--- src/hdl/pfa_pkg.sv ---
// Shared types and constants for the page frame allocator MMU.
// Used by pfa_ctrl, pfa_dpath and page_frame_allocator_mmu; no dependencies.
`default_nettype none

package pfa_pkg;

	localparam int PAGE_COUNT = 512;
	localparam int PAGE_SHIFT = 12;
	localparam int FRAME_W    = $clog2(PAGE_COUNT);
	localparam int VPN_W      = $clog2(PAGE_COUNT);
	localparam int PA_W       = FRAME_W + PAGE_SHIFT;
	localparam int COUNT_W    = 10;
	localparam int RSV_W      = 10;

	localparam logic [COUNT_W-1:0] COUNT_MAX  = '1;
	localparam logic [31:0]        STACK_GAP  = 32'd8;
	localparam logic [1:0]         ALIGN_MASK = 2'b11;

	// operation codes
	localparam logic [2:0] OP_INIT      = 3'd0;
	localparam logic [2:0] OP_TRANSLATE = 3'd1;
	localparam logic [2:0] OP_FAULT     = 3'd2;
	localparam logic [2:0] OP_ALLOC     = 3'd3;
	localparam logic [2:0] OP_FREE      = 3'd4;

	// status codes
	localparam logic [2:0] ST_OK         = 3'd0;
	localparam logic [2:0] ST_RANGE      = 3'd1;
	localparam logic [2:0] ST_MISALIGNED = 3'd2;
	localparam logic [2:0] ST_UNMAPPED   = 3'd3;
	localparam logic [2:0] ST_MAPPED     = 3'd4;
	localparam logic [2:0] ST_NO_MEM     = 3'd5;
	localparam logic [2:0] ST_SEGFAULT   = 3'd6;
	localparam logic [2:0] ST_NOT_IN_USE = 3'd7;

	typedef struct packed {
		logic [2:0]  operation;
		logic [31:0] virtual_address;
		logic [31:0] stack_pointer;
		logic [8:0]  page_to_free;
	} in_t;

	typedef struct packed {
		logic [2:0]         status;
		logic               kill_process;
		logic [PA_W-1:0]    physical_address;
		logic [FRAME_W-1:0] frame_number;
		logic [COUNT_W-1:0] mapped_count;
	} out_t;

	typedef struct packed {
		logic               valid;
		logic [FRAME_W-1:0] frame;
	} pte_t;

	// controller -> datapath
	typedef struct packed {
		logic load;
		logic init_map;
		logic clr_step;
		logic pt_rd;
		logic lookup;
		logic scan_step;
		logic free_op;
		logic out_load;
	} cmd_t;

	// datapath -> controller
	typedef struct packed {
		logic [2:0] op;
		logic       clr_last;
		logic       need_scan;
		logic       scan_done;
		logic       out_busy;
	} sts_t;

endpackage

`default_nettype wire

--- src/hdl/pfa_ctrl.sv ---
// Sequencing state machine for the page frame allocator MMU.
// Depends on pfa_pkg; drives pfa_dpath through cmd_t and reads sts_t.
`default_nettype none

module pfa_ctrl
	import pfa_pkg::*;
(
	input  wire logic clk,
	input  wire logic arst_n,
	input  wire logic in_valid,
	output logic      in_ready,
	output cmd_t      cmd,
	input  sts_t      sts
);

	localparam logic [2:0] S_RCLR = 3'd0;
	localparam logic [2:0] S_IDLE = 3'd1;
	localparam logic [2:0] S_DEC  = 3'd2;
	localparam logic [2:0] S_ICLR = 3'd3;
	localparam logic [2:0] S_LOOK = 3'd4;
	localparam logic [2:0] S_SCAN = 3'd5;
	localparam logic [2:0] S_DONE = 3'd6;

	logic [2:0] state_q;
	logic [2:0] state_d;

	assign in_ready = (state_q == S_IDLE);

	always_comb begin
		cmd     = '0;
		state_d = state_q;
		unique case (state_q)
			S_RCLR: begin
				cmd.clr_step = 1'b1;
				if (sts.clr_last) state_d = S_IDLE;
			end
			S_IDLE: begin
				cmd.load = in_valid;
				if (in_valid) state_d = S_DEC;
			end
			S_DEC: begin
				unique case (sts.op) inside
					OP_INIT: begin
						cmd.init_map = 1'b1;
						state_d      = S_ICLR;
					end
					OP_TRANSLATE, OP_FAULT: begin
						cmd.pt_rd = 1'b1;
						state_d   = S_LOOK;
					end
					OP_ALLOC: state_d = S_SCAN;
					OP_FREE: begin
						cmd.free_op = 1'b1;
						state_d     = S_DONE;
					end
					default: state_d = S_DONE;
				endcase
			end
			S_ICLR: begin
				cmd.clr_step = 1'b1;
				if (sts.clr_last) state_d = S_DONE;
			end
			S_LOOK: begin
				cmd.lookup = 1'b1;
				state_d    = sts.need_scan ? S_SCAN : S_DONE;
			end
			S_SCAN: begin
				cmd.scan_step = 1'b1;
				if (sts.scan_done) state_d = S_DONE;
			end
			S_DONE: begin
				if (!sts.out_busy) begin
					cmd.out_load = 1'b1;
					state_d      = S_IDLE;
				end
			end
			default: state_d = S_IDLE;
		endcase
	end

	always_ff @(posedge clk or negedge arst_n) begin
		if (!arst_n) state_q <= S_RCLR;
		else         state_q <= state_d;
	end

	a_one_unit: assert property (@(posedge clk) disable iff (!arst_n)
		$onehot0({cmd.clr_step, cmd.pt_rd, cmd.lookup, cmd.scan_step, cmd.free_op}))
		else $error("more than one datapath unit commanded");

	a_accept_decodes: assert property (@(posedge clk) disable iff (!arst_n)
		(in_valid && in_ready) |=> (state_q == S_DEC))
		else $error("accepted word not decoded");

	a_no_overwrite: assert property (@(posedge clk) disable iff (!arst_n)
		cmd.out_load |-> !sts.out_busy)
		else $error("result register overwritten");

	a_scan_ends: assert property (@(posedge clk) disable iff (!arst_n)
		(state_q == S_SCAN && sts.scan_done) |=> (state_q == S_DONE))
		else $error("scan did not finish");

endmodule

`default_nettype wire

--- config.mk ---
export PLATFORM = sky130hd
export DESIGN_NAME = pfa_ctrl
export DESIGN_NICKNAME = d
export VERILOG_FILES = /design/src/hdl/pfa_pkg.sv /design/src/hdl/pfa_ctrl.sv
export SDC_FILE = /design/constraint.sdc
export NUM_CORES = 1
export LEC_CHECK = 0
export BUFFER_PORTS_ARGS = -buffer_cell sky130_fd_sc_hd__buf_2
export CAP_MARGIN = 20
export CORE_AREA = 10 10 47 49
export CTS_BUF_LIST = sky130_fd_sc_hd__clkbuf_4
export CTS_CLUSTER_SIZE = 30
export DETAILED_ROUTE_END_ITERATION = 12
export DIE_AREA = 0 0 57 59
export GPL_TIMING_DRIVEN = 1
export SLEW_MARGIN = 10
export SYNTH_ARGS = -nofsm -noshare
export SYNTH_HDL_FRONTEND = slang
export SYNTH_SLANG_ARGS = --single-unit
--- constraint.sdc ---
create_clock -name clk -period 1.8 [get_ports clk]
set_clock_uncertainty 0.15 [all_clocks]
set_input_delay 0.18 -clock clk [delete_from_list [all_inputs] [get_ports clk]]
set_output_delay 0.18 -clock clk [all_outputs]
set_load 0.02 [all_outputs]
==> metrics.cfg, run 1 <==
[run_status]
run_status=complete, no violations

[cells_and_area]
layout_commonest_cell=sky130_fd_sc_hd__buf_2
filler_cell_count=160
multiInputGateArea_um2=264
layout-drive-gt1-share=0.559
sequential_area_um2=77.6
largest_register=state_q
final_cell_mix=sky130_fd_sc_hd__buf_2 (16), sky130_fd_sc_hd__buf_4 (7), sky130_fd_sc_hd__nor2_1 (4), sky130_fd_sc_hd__clkbuf_4 (4), sky130_fd_sc_hd__nand2_1 (3)
num-nets-final=79
largest_reg_flops=3
syn_to_final_growth_pct=60.4
top_regs=state_q x3
antenna_diode_count=0

[synth]
yosys.area_share.xor_xnor=0.0519
synth_cell_types=28
postSynthRegisterBits=3
post_synth_mux_area_share=0.0296
fraction_of_the_mapped_netlist_area_in_compound_gates=0.193
post-synth-top-area-fraction=0.222
ys_seq_area_frac=0.222
synth_simple_gate_area_frac=0.422
ys.warnings.count=0
synth_top_family_by_area=simple AND/OR/NAND/NOR gates
post_synth.cell_area_avg_um2=7.86
yosysTopAreaCell=sky130_fd_sc_hd__dfrtp_1
synth.area.top_cells=sky130_fd_sc_hd__dfrtp_1 (22%), sky130_fd_sc_hd__nor4bb_1 (5.9%), sky130_fd_sc_hd__nor2b_1 (5.6%)
netlist_instances=43
post_synth_instance_area_um2=338
synth_adder_area_share=0
syn-num-nets=53

[sta]
max-slew-margin-rel=0.717
final.period_utilization=0.972
grt_setup_unrepaired=yes
actual_transition_at_the_worst_max_transition_pin_ps=418
setup_violations=0
hold_violations=0
final_max_slew_viol_count=0
fmax_mhz=571
post-route-worst-setup-slack_ps=49.7
min_period_ps=1750
worst_hold_slack_ps=120

[routing]
drc_markers=0
postRouteAntennaNets=0
avgRoutedWirePerCell_um=12.2
detail_route.wirelength_mm=1.02
dr.first_iter.drc_count=5
vias=390
routed_via_density=4.64
drt_pre_antenna_iters=4

[critical_path]
cp-end-kind=output pin
endpoint_of_the_worst_slack_reg_to_reg_timing_path=state_q[0]
setup.reg_to_reg.worst_slack_ps=120
critical_path_required_ps=1470
critical_path_arrival_ps=1420
setup.worst_path.start_class=flop
r2r_start=state_q[0]
worst-r2r-cell-count=6
worst-path-max-fanout=3
setup.worst_path.class=reg -> out

[floorplan]
fp.dieH_um=59
initial_core_util=0.241
rows=14
fp.dieArea_um2=3360
core_region_area_um2=1400
num_io_pins=19
die_x_extent_um=57

[grt]
grtUsageMet3=0.0129
groute.layer.met1.usage=0.0667
grt_use_met2=0.0868
vias_in_the_first_global_route=370
grt_max_degree=12
grt_antenna_before_repair=0
track_usage=0.0549
globalRoute.busiestLayer=met2
grt.overflow.total=0
wire_length_of_the_first_global_routing_pass_mm=1.57

[placed_design]
port_buffers=18
globalplace.congestion=0.778
dpl_wire_length_um=810
pre_cts_ws_ps=140

[cts]
clock_pin_slew_worst_setup_and_hold_paths_ps=40
tritoncts=built
worst_skew_pair.late_latency_ps=230
cts.path.max_buffers=2
cts-htree-levels=1
clock_sink_count=3
cts-buffers-inserted=3
ctsRootBufferMaster=sky130_fd_sc_hd__clkbuf_4

[worst_hold_path]
worst_hold_path_type=in -> async

[power]
seq_power_share=0.187
power_density_over_cell_area_nw_per_um2=1770
internal-power_w=0.000528
power.net_switching_w=0.000430
switching_share=0.449
power_frac_comb=0.675
p_leak_nw=0.279
power.ir.vdd_worst_uv=528
clockPowerShare=0.137

[job]
max_cap_violations=0

through the flow:
step | TNS [ps] | instances | area [µm²] | power, W | util
after floorplan | 0 | 43 | 348 | 0.000601 | -
after global placement | 0 | 77 | 460 | 0.000755 | 0.329
after detailed placement | 0 | 77 | 460 | 0.000753 | 0.329
after CTS | 0 | 84 | 528 | 0.000940 | 0.377
after global routing | -14.0 | 84 | 542 | 0.00103 | 0.387
final | 0 | 84 | 542 | 0.000958 | 0.387
critical path, stage by stage, from the launching register on:
cell and delay [ps]:
sky130_fd_sc_hd__dfrtp_2 400, sky130_fd_sc_hd__buf_4 150, sky130_fd_sc_hd__nor3b_4 190, sky130_fd_sc_hd__nor2b_4 170
sky130_fd_sc_hd__nor2b_1 130, sky130_fd_sc_hd__buf_4 150
how the worst max path moves through the flow:
stage,start,end,slack (ps),cells after the start
after floorplan,state_q[0],cmd[6],160,3
after global placement,state_q[2],cmd[4],140,4
after detailed placement,state_q[2],cmd[4],140,4
after CTS,state_q[0],cmd[4],2,5
after global routing,state_q[0],cmd[4],-10,5
final,state_q[0],cmd[4],50,5
routing by layer:
layer	up-vias	wire, µm
met5	-	0
met2	18	440
met1	165	483
li1	205	-
met4	0	12
met3	2	88
power groups by stage:
| stage | clock network [W] | registers [W] | logic [W] |
|---|---|---|---|
| 2_1_floorplan | 0 | 0.000127 | 0.000474 |
| 3_3_place_gp | 0 | 0.000180 | 0.000576 |
| 3_5_place_dp | 0 | 0.000181 | 0.000572 |
| 4_1_cts | 0.000135 | 0.000175 | 0.000629 |
| 5_1_grt | 0.000135 | 0.000189 | 0.000706 |
| 6_report | 0.000132 | 0.000179 | 0.000647 |
kinds of logic after synthesis:
family | after synthesis
AO/OA/AOI/OAI | 8
multiplexers | 1
AND/OR/NAND/NOR | 24
XOR/XNOR | 2
buffers and inverters | 5
flip-flops | 3
cell type report:
| type | count | share of cell area |
|---|---|---|
| multi-input combinational | 35 | 0.487 |
| timing repair buffer | 24 | 0.263 |
| sequential | 3 | 0.143 |
| clock buffer | 4 | 0.0554 |
| tap | 16 | 0.0370 |
| inverter | 2 | 0.0139 |
cell usage after synthesis:
| cell type | number |
|---|---|
| sky130_fd_sc_hd__buf_2 | 1 |
| sky130_fd_sc_hd__nand4_1 | 1 |
| sky130_fd_sc_hd__nor2_1 | 4 |
| sky130_fd_sc_hd__o21ai_0 | 1 |
| sky130_fd_sc_hd__buf_6 | 1 |
| sky130_fd_sc_hd__a21o_1 | 1 |
| sky130_fd_sc_hd__nor2b_1 | 3 |
| sky130_fd_sc_hd__xnor2_1 | 1 |
| sky130_fd_sc_hd__or4_4 | 1 |
| sky130_fd_sc_hd__nand2b_1 | 1 |
| sky130_fd_sc_hd__nor3b_1 | 1 |
| sky130_fd_sc_hd__nand3_1 | 1 |
| sky130_fd_sc_hd__and3_1 | 2 |
| sky130_fd_sc_hd__clkbuf_1 | 1 |
| sky130_fd_sc_hd__a21oi_1 | 1 |
| sky130_fd_sc_hd__o2bb2ai_1 | 1 |
| sky130_fd_sc_hd__a22o_1 | 2 |
| sky130_fd_sc_hd__nand2_1 | 3 |
| sky130_fd_sc_hd__mux2i_1 | 1 |
| sky130_fd_sc_hd__dfrtp_1 | 3 |
| sky130_fd_sc_hd__and2_1 | 1 |
| sky130_fd_sc_hd__and3_2 | 1 |
| sky130_fd_sc_hd__a31o_2 | 1 |
| sky130_fd_sc_hd__nor3_1 | 3 |
| sky130_fd_sc_hd__a211oi_2 | 1 |
| sky130_fd_sc_hd__xor2_1 | 1 |
| sky130_fd_sc_hd__nor4bb_1 | 2 |
| sky130_fd_sc_hd__inv_1 | 2 |
what timing repair did:
item | in CTS | in global routing
setup endpoints to repair | 2 | 2
hold buffers | 1 | 0
hold endpoints to repair | 3 | 0
pin swaps | 2 | 0
setup buffers | 2 | 0
gates resized for setup | 5 | 4
(Power assumes the default switching activity.)
==> run 2: changes to the inputs <==
--- a/config.mk
+++ b/config.mk
@@ -7,11 +7,11 @@
 export LEC_CHECK = 0
 export BUFFER_PORTS_ARGS = -buffer_cell sky130_fd_sc_hd__buf_2
 export CAP_MARGIN = 20
-export CORE_AREA = 10 10 47 49
+export CORE_AREA = 5 5 42 44
 export CTS_BUF_LIST = sky130_fd_sc_hd__clkbuf_4
 export CTS_CLUSTER_SIZE = 30
 export DETAILED_ROUTE_END_ITERATION = 12
-export DIE_AREA = 0 0 57 59
+export DIE_AREA = 0 0 47 49
 export GPL_TIMING_DRIVEN = 1
 export SLEW_MARGIN = 10
 export SYNTH_ARGS = -nofsm -noshare
==> run 2 against run 1 <==
Register-to-register slack improved by 100 ps. Sequential power is 5% higher. Combinational power fell by 9.0%. Clock power about the same. Sequential share of layout area rose by 0.79 points. Critical path type unchanged. Critical endpoint unchanged. Highest routed layer unchanged.
==> metrics.cfg, run 2 (synthesis results as in run 1) <==
[power]
power.net_switching_w=0.000410
p_leak_nw=0.273
power_frac_comb=0.649
internal-power_w=0.000497
clockPowerShare=0.144
power.ir.vdd_worst_uv=505
seq_power_share=0.207
power_density_over_cell_area_nw_per_um2=1740
switching_share=0.452

[cts]
clock_sink_count=3
cts.path.max_buffers=2
clock_pin_slew_worst_setup_and_hold_paths_ps=40
worst_skew_pair.late_latency_ps=230
cts-htree-levels=1
tritoncts=built
cts-buffers-inserted=3
ctsRootBufferMaster=sky130_fd_sc_hd__clkbuf_4

[critical_path]
critical_path_required_ps=1470
worst-path-max-fanout=11
cp-end-kind=output pin
setup.worst_path.start_class=flop
r2r_start=state_q[0]
critical_path_arrival_ps=1380
cp_startpoint=state_q[2]
setup.worst_path.class=reg -> out
critical_path.slowest_cell=sky130_fd_sc_hd__dfrtp_2
crit_path_max_incr_delay_ps=470
critical_path.cell_chain=nor3b_2 -> nor2b_2 -> nor2b_1 -> buf_2

[cells_and_area]
largest_register=state_q
num-nets-final=78
filler_cell_count=154
final_cell_mix=sky130_fd_sc_hd__buf_2 (17), sky130_fd_sc_hd__buf_4 (5), sky130_fd_sc_hd__nor2_1 (4), sky130_fd_sc_hd__clkbuf_4 (4)
top_regs=state_q x3
antenna_diode_count=0
syn_to_final_growth_pct=54.4
largest_reg_flops=3
layout-drive-gt1-share=0.552
layout_commonest_cell=sky130_fd_sc_hd__buf_2
instances_no_fill=83

[worst_hold_path]
worst_hold_path_type=in -> async

[grt]
grt_max_degree=12
vias_in_the_first_global_route=385
wire_length_of_the_first_global_routing_pass_mm=1.50
track_usage=0.0832
grt.overflow.total=0
grt_antenna_before_repair=0

[routing]
postRouteAntennaNets=0
routed_via_density=4.81
detail_route.wirelength_um=894
dr.first_iter.drc_count=1
drt_pre_antenna_iters=4
vias=399
drc_markers=0
avgRoutedWirePerCell_um=10.8

[floorplan]
rows=14
core_region_area_um2=1400
num_io_pins=19
fp.dieH_um=49
initial_core_util=0.241
fp.dieArea_um2=2300
die_x_extent_um=47

[sta]
final_max_slew_viol_count=0
hold_violations=0
setup_violations=0
grt_setup_unrepaired=no
actual_transition_at_the_worst_max_transition_pin_ps=447
max-slew-margin-rel=0.698
min_period_ps=1710
fmax_mhz=585
final.period_utilization=0.950
fin_setup_tns_ps=0

[placed_design]
port_buffers=18
globalplace.congestion=0.772
dpl_wire_length_um=720
numPlacedInstances=77

[run_status]
run_status=complete, no violations

[job]
max_cap_violations=0

==> run 2: changes by cell type in the layout (fill, tap and decap cells not counted) <==
cell                      previous run  this run
sky130_fd_sc_hd__buf_4               7         5
sky130_fd_sc_hd__buf_2              16        17
sky130_fd_sc_hd__dfrtp_1             1         0
sky130_fd_sc_hd__dfrtp_2             2         3
sky130_fd_sc_hd__inv_1               1         2
sky130_fd_sc_hd__inv_2               1         0
sky130_fd_sc_hd__nor2b_2             0         1
sky130_fd_sc_hd__nor2b_4             1         0
sky130_fd_sc_hd__nor3b_2             0         1
sky130_fd_sc_hd__nor3b_4             1         0
==> run 2: worst max-delay path: cells and delay by family (launching register included) <==
family,cells,cell delay (ps)
simple gates,3,500
buf+inv,1,170
flops,1,470
==> run 2: path summary, 6_finish.rpt <==
kind	to	slack, ps	depth (start not counted)
worst max-delay path	cmd[4]	90	4
worst min-delay path	state_q[2]	120	2
worst max register to register	state_q[0]	220	4
worst min register to register	state_q[1]	610	2
max in group asynchronous	state_q[1]	1260	2
min in group clk	state_q[1]	150	3
==> run 2: per-stage QoR <==
stage	cell area, µm²	total power, W	setup slack [ps]	utilization	hold slack (ps)
finish	522	0.000907	90.3	0.372	123
global route	522	0.000980	5.75	0.372	147
CTS	510	0.000900	13.6	0.364	117
detailed placement	460	0.000750	156	0.329	-174
global placement	460	0.000750	164	0.329	-173
floorplan	348	0.000601	165	-	-266
==> run 2: power groups by stage <==
stage / registers [W] / logic [W] / clock network, W
3_5_place_dp: 0.000179 / 0.000571 / 0
3_3_place_gp: 0.000178 / 0.000572 / 0
2_1_floorplan: 0.000127 / 0.000474 / 0
6_report: 0.000188 / 0.000589 / 0.000131
5_1_grt: 0.000204 / 0.000641 / 0.000135
4_1_cts: 0.000188 / 0.000577 / 0.000134
==> run 2: final cells by class <==
class,instances,area (µm²),area share
multi-input cells,35,253,0.484
repair buffers,23,133,0.254
flip-flops and latches,3,78.8,0.151
clock buffers,4,30.0,0.0576
well taps,16,20.0,0.0384
inverters,2,7.51,0.0144
==> run 2: layer usage <==
| metal | GRT usage | up-vias | part of all wire |
|---|---|---|---|
| li1 | - | 203 | - |
| met1 | 0.115 | 180 | 0.41 |
| met2 | 0.122 | 14 | 0.48 |
| met3 | 0.0111 | 2 | 0.091 |
| met4 | 0.0415 | 0 | 0.016 |
| met5 | 0 | - | 0 |
==> run 2: repair_timing <==
item | in CTS | in global routing
endpoints found under the setup margin | 2 | 1
hold buffers | 1 | 0
endpoints found under the hold margin | 3 | 0
pin swaps | 1 | 1
buffers inserted | 0 | 1
gates resized for setup | 4 | 2
==> run 3: changes to the inputs <==
==> constraint.sdc (replaced) <==
create_clock -name clk -period 1.8 [get_ports clk]
set_clock_uncertainty 0.15 [all_clocks]
set_input_delay 0.27 -clock clk [delete_from_list [all_inputs] [get_ports clk]]
set_output_delay 0.27 -clock clk [all_outputs]
set_load 0.02 [all_outputs]
==> run 3 against run 2 <==
Global-route usage increased by 0.070 points. First-iteration DRC count increased to 12 times the previous value. Worst hold slack improved by 100 ps. Cell area increased by 2.6%. Flip-flop and latch count unchanged. Critical path depth unchanged. Worst setup slack got worse by 73 ps. Die area unchanged.
==> metrics.cfg, run 3 (synthesis results as in run 1) <==
[floorplan]
fp.dieH_um=49
initial_core_util=0.241
num_io_pins=19
core_region_area_um2=1400
die_x_extent_um=47
rows=14
fp.dieArea_um2=2300

[cts]
cts-buffers-inserted=3
tritoncts=built
clock_pin_slew_worst_setup_and_hold_paths_ps=40
clock_sink_count=3
worst_skew_pair.late_latency_ps=230
cts-htree-levels=1
cts.path.max_buffers=2
ctsRootBufferMaster=sky130_fd_sc_hd__clkbuf_4

[worst_hold_path]
worst_hold_path_type=in -> async

[critical_path]
worst-r2r-cell-count=4
worst-path-max-fanout=4
setup.worst_path.start_class=flop
r2r_start=state_q[2]
critical_path_arrival_ps=1360
setup.worst_path.class=reg -> out
endpoint_of_the_worst_slack_reg_to_reg_timing_path=state_q[0]
cp-end-kind=output pin
critical_path_required_ps=1380
setup.reg_to_reg.worst_slack_ps=180

[cells_and_area]
instances_no_fill=84
layout_commonest_cell=sky130_fd_sc_hd__buf_2
antenna_diode_count=0
largest_reg_flops=3
top_regs=state_q x3
syn_to_final_growth_pct=58.5
num-nets-final=79
largest_register=state_q
final_cell_mix=sky130_fd_sc_hd__buf_2 (16), sky130_fd_sc_hd__buf_4 (7), sky130_fd_sc_hd__nor2_1 (4), sky130_fd_sc_hd__clkbuf_4 (4)
layout-drive-gt1-share=0.529

[sta]
worst_hold_slack_ps=223
fmax_mhz=561
min_period_ps=1780
final.period_utilization=0.991
setup_violations=0
final_max_slew_viol_count=0
actual_transition_at_the_worst_max_transition_pin_ps=425
max-slew-margin-rel=0.713
hold_violations=0
grt_setup_unrepaired=yes

[placed_design]
dpl_wire_length_um=726
numPlacedInstances=77
globalplace.congestion=0.757
port_buffers=18

[routing]
vias=386
dr.first_iter.drc_count=12
postRouteAntennaNets=0
routed_via_density=4.60
avgRoutedWirePerCell_um=11.2
detail_route.wirelength_um=942
drc_markers=0
drt_pre_antenna_iters=3

[power]
power_density_over_cell_area_nw_per_um2=1720
power.ir.vdd_worst_uv=601
p_leak_nw=0.283

[run_status]
run_status=complete, no violations

[grt]
vias_in_the_first_global_route=371
track_usage=0.0839
wire_length_of_the_first_global_routing_pass_mm=1.46
grt_antenna_before_repair=0
grt_max_degree=15
grt.overflow.total=0

[job]
max_cap_violations=0

run 3: cell types whose count changed in the layout (fill, tap and decap cells not counted):
cell and delta:
sky130_fd_sc_hd__dfrtp_1 +3, sky130_fd_sc_hd__dfrtp_2 -3, sky130_fd_sc_hd__buf_4 +2, sky130_fd_sc_hd__buf_2 -1, sky130_fd_sc_hd__nor2b_1 -1, sky130_fd_sc_hd__nor2b_4 +1
run 3: worst max path at each step:
stage / from / end / slack [ps] / cells past startpoint
final: state_q[0] / cmd[4] / 20 / 4
after detailed placement: state_q[0] / cmd[6] / 160 / 3
after floorplan: state_q[0] / cmd[6] / 70 / 3
after CTS: state_q[0] / cmd[4] / 20 / 4
after global placement: state_q[0] / cmd[6] / 170 / 3
after global routing: state_q[0] / cmd[4] / -60 / 4
run 3: power by group:
group,switching [W],internal [W],total (W)
logic,0.000355,0.000301,0.000656
clock network,0.0000338,0.0000980,0.000132
registers,0.0000283,0.000105,0.000134
total,0.000417,0.000505,0.000922
run 3: area by class of cell:
cell class	instances	area (µm²)
Clock buffer	4	30.0
Fill cell	167	866
Inverter	2	7.51
Multi-Input combinational cell	35	260
Sequential cell	3	75.1
Tap cell	16	20.0
Timing Repair Buffer	24	143
run 3: metal layers:
metal	vias up	share of wire	track usage
met4	0	0	0.0138
met2	14	0.45	0.122
li1	207	-	-
met3	0	0.089	0.0332
met1	165	0.46	0.117
met5	-	0	0
run 3: repair_timing:
action,CTS,global route
gates resized for setup,3,3
setup endpoints to repair,2,3
endpoints found under the hold margin,3,0
hold buffers,1,0
pin swaps,1,1
setup buffers,0,2
run 3: metrics by stage:
stage | util | instance area (µm²) | setup TNS, ps | worst slack [ps] | power, W
6_report | 0.382 | 536 | 0 | 17.1 | 0.000922
5_1_grt | 0.382 | 536 | -121 | -57.7 | 0.00100
4_1_cts | 0.364 | 510 | 0 | 19.2 | 0.000898
3_5_place_dp | 0.329 | 460 | 0 | 159 | 0.000750
3_3_place_gp | 0.329 | 460 | 0 | 172 | 0.000748
2_1_floorplan | - | 348 | 0 | 74.9 | 0.000601
run 3: critical path, cell delays in order, from the launching register on:
cell and delay (ps):
sky130_fd_sc_hd__dfrtp_1 410, sky130_fd_sc_hd__nor3b_2 270, sky130_fd_sc_hd__nor2b_4 190, sky130_fd_sc_hd__nor2b_2 130, sky130_fd_sc_hd__buf_4 140
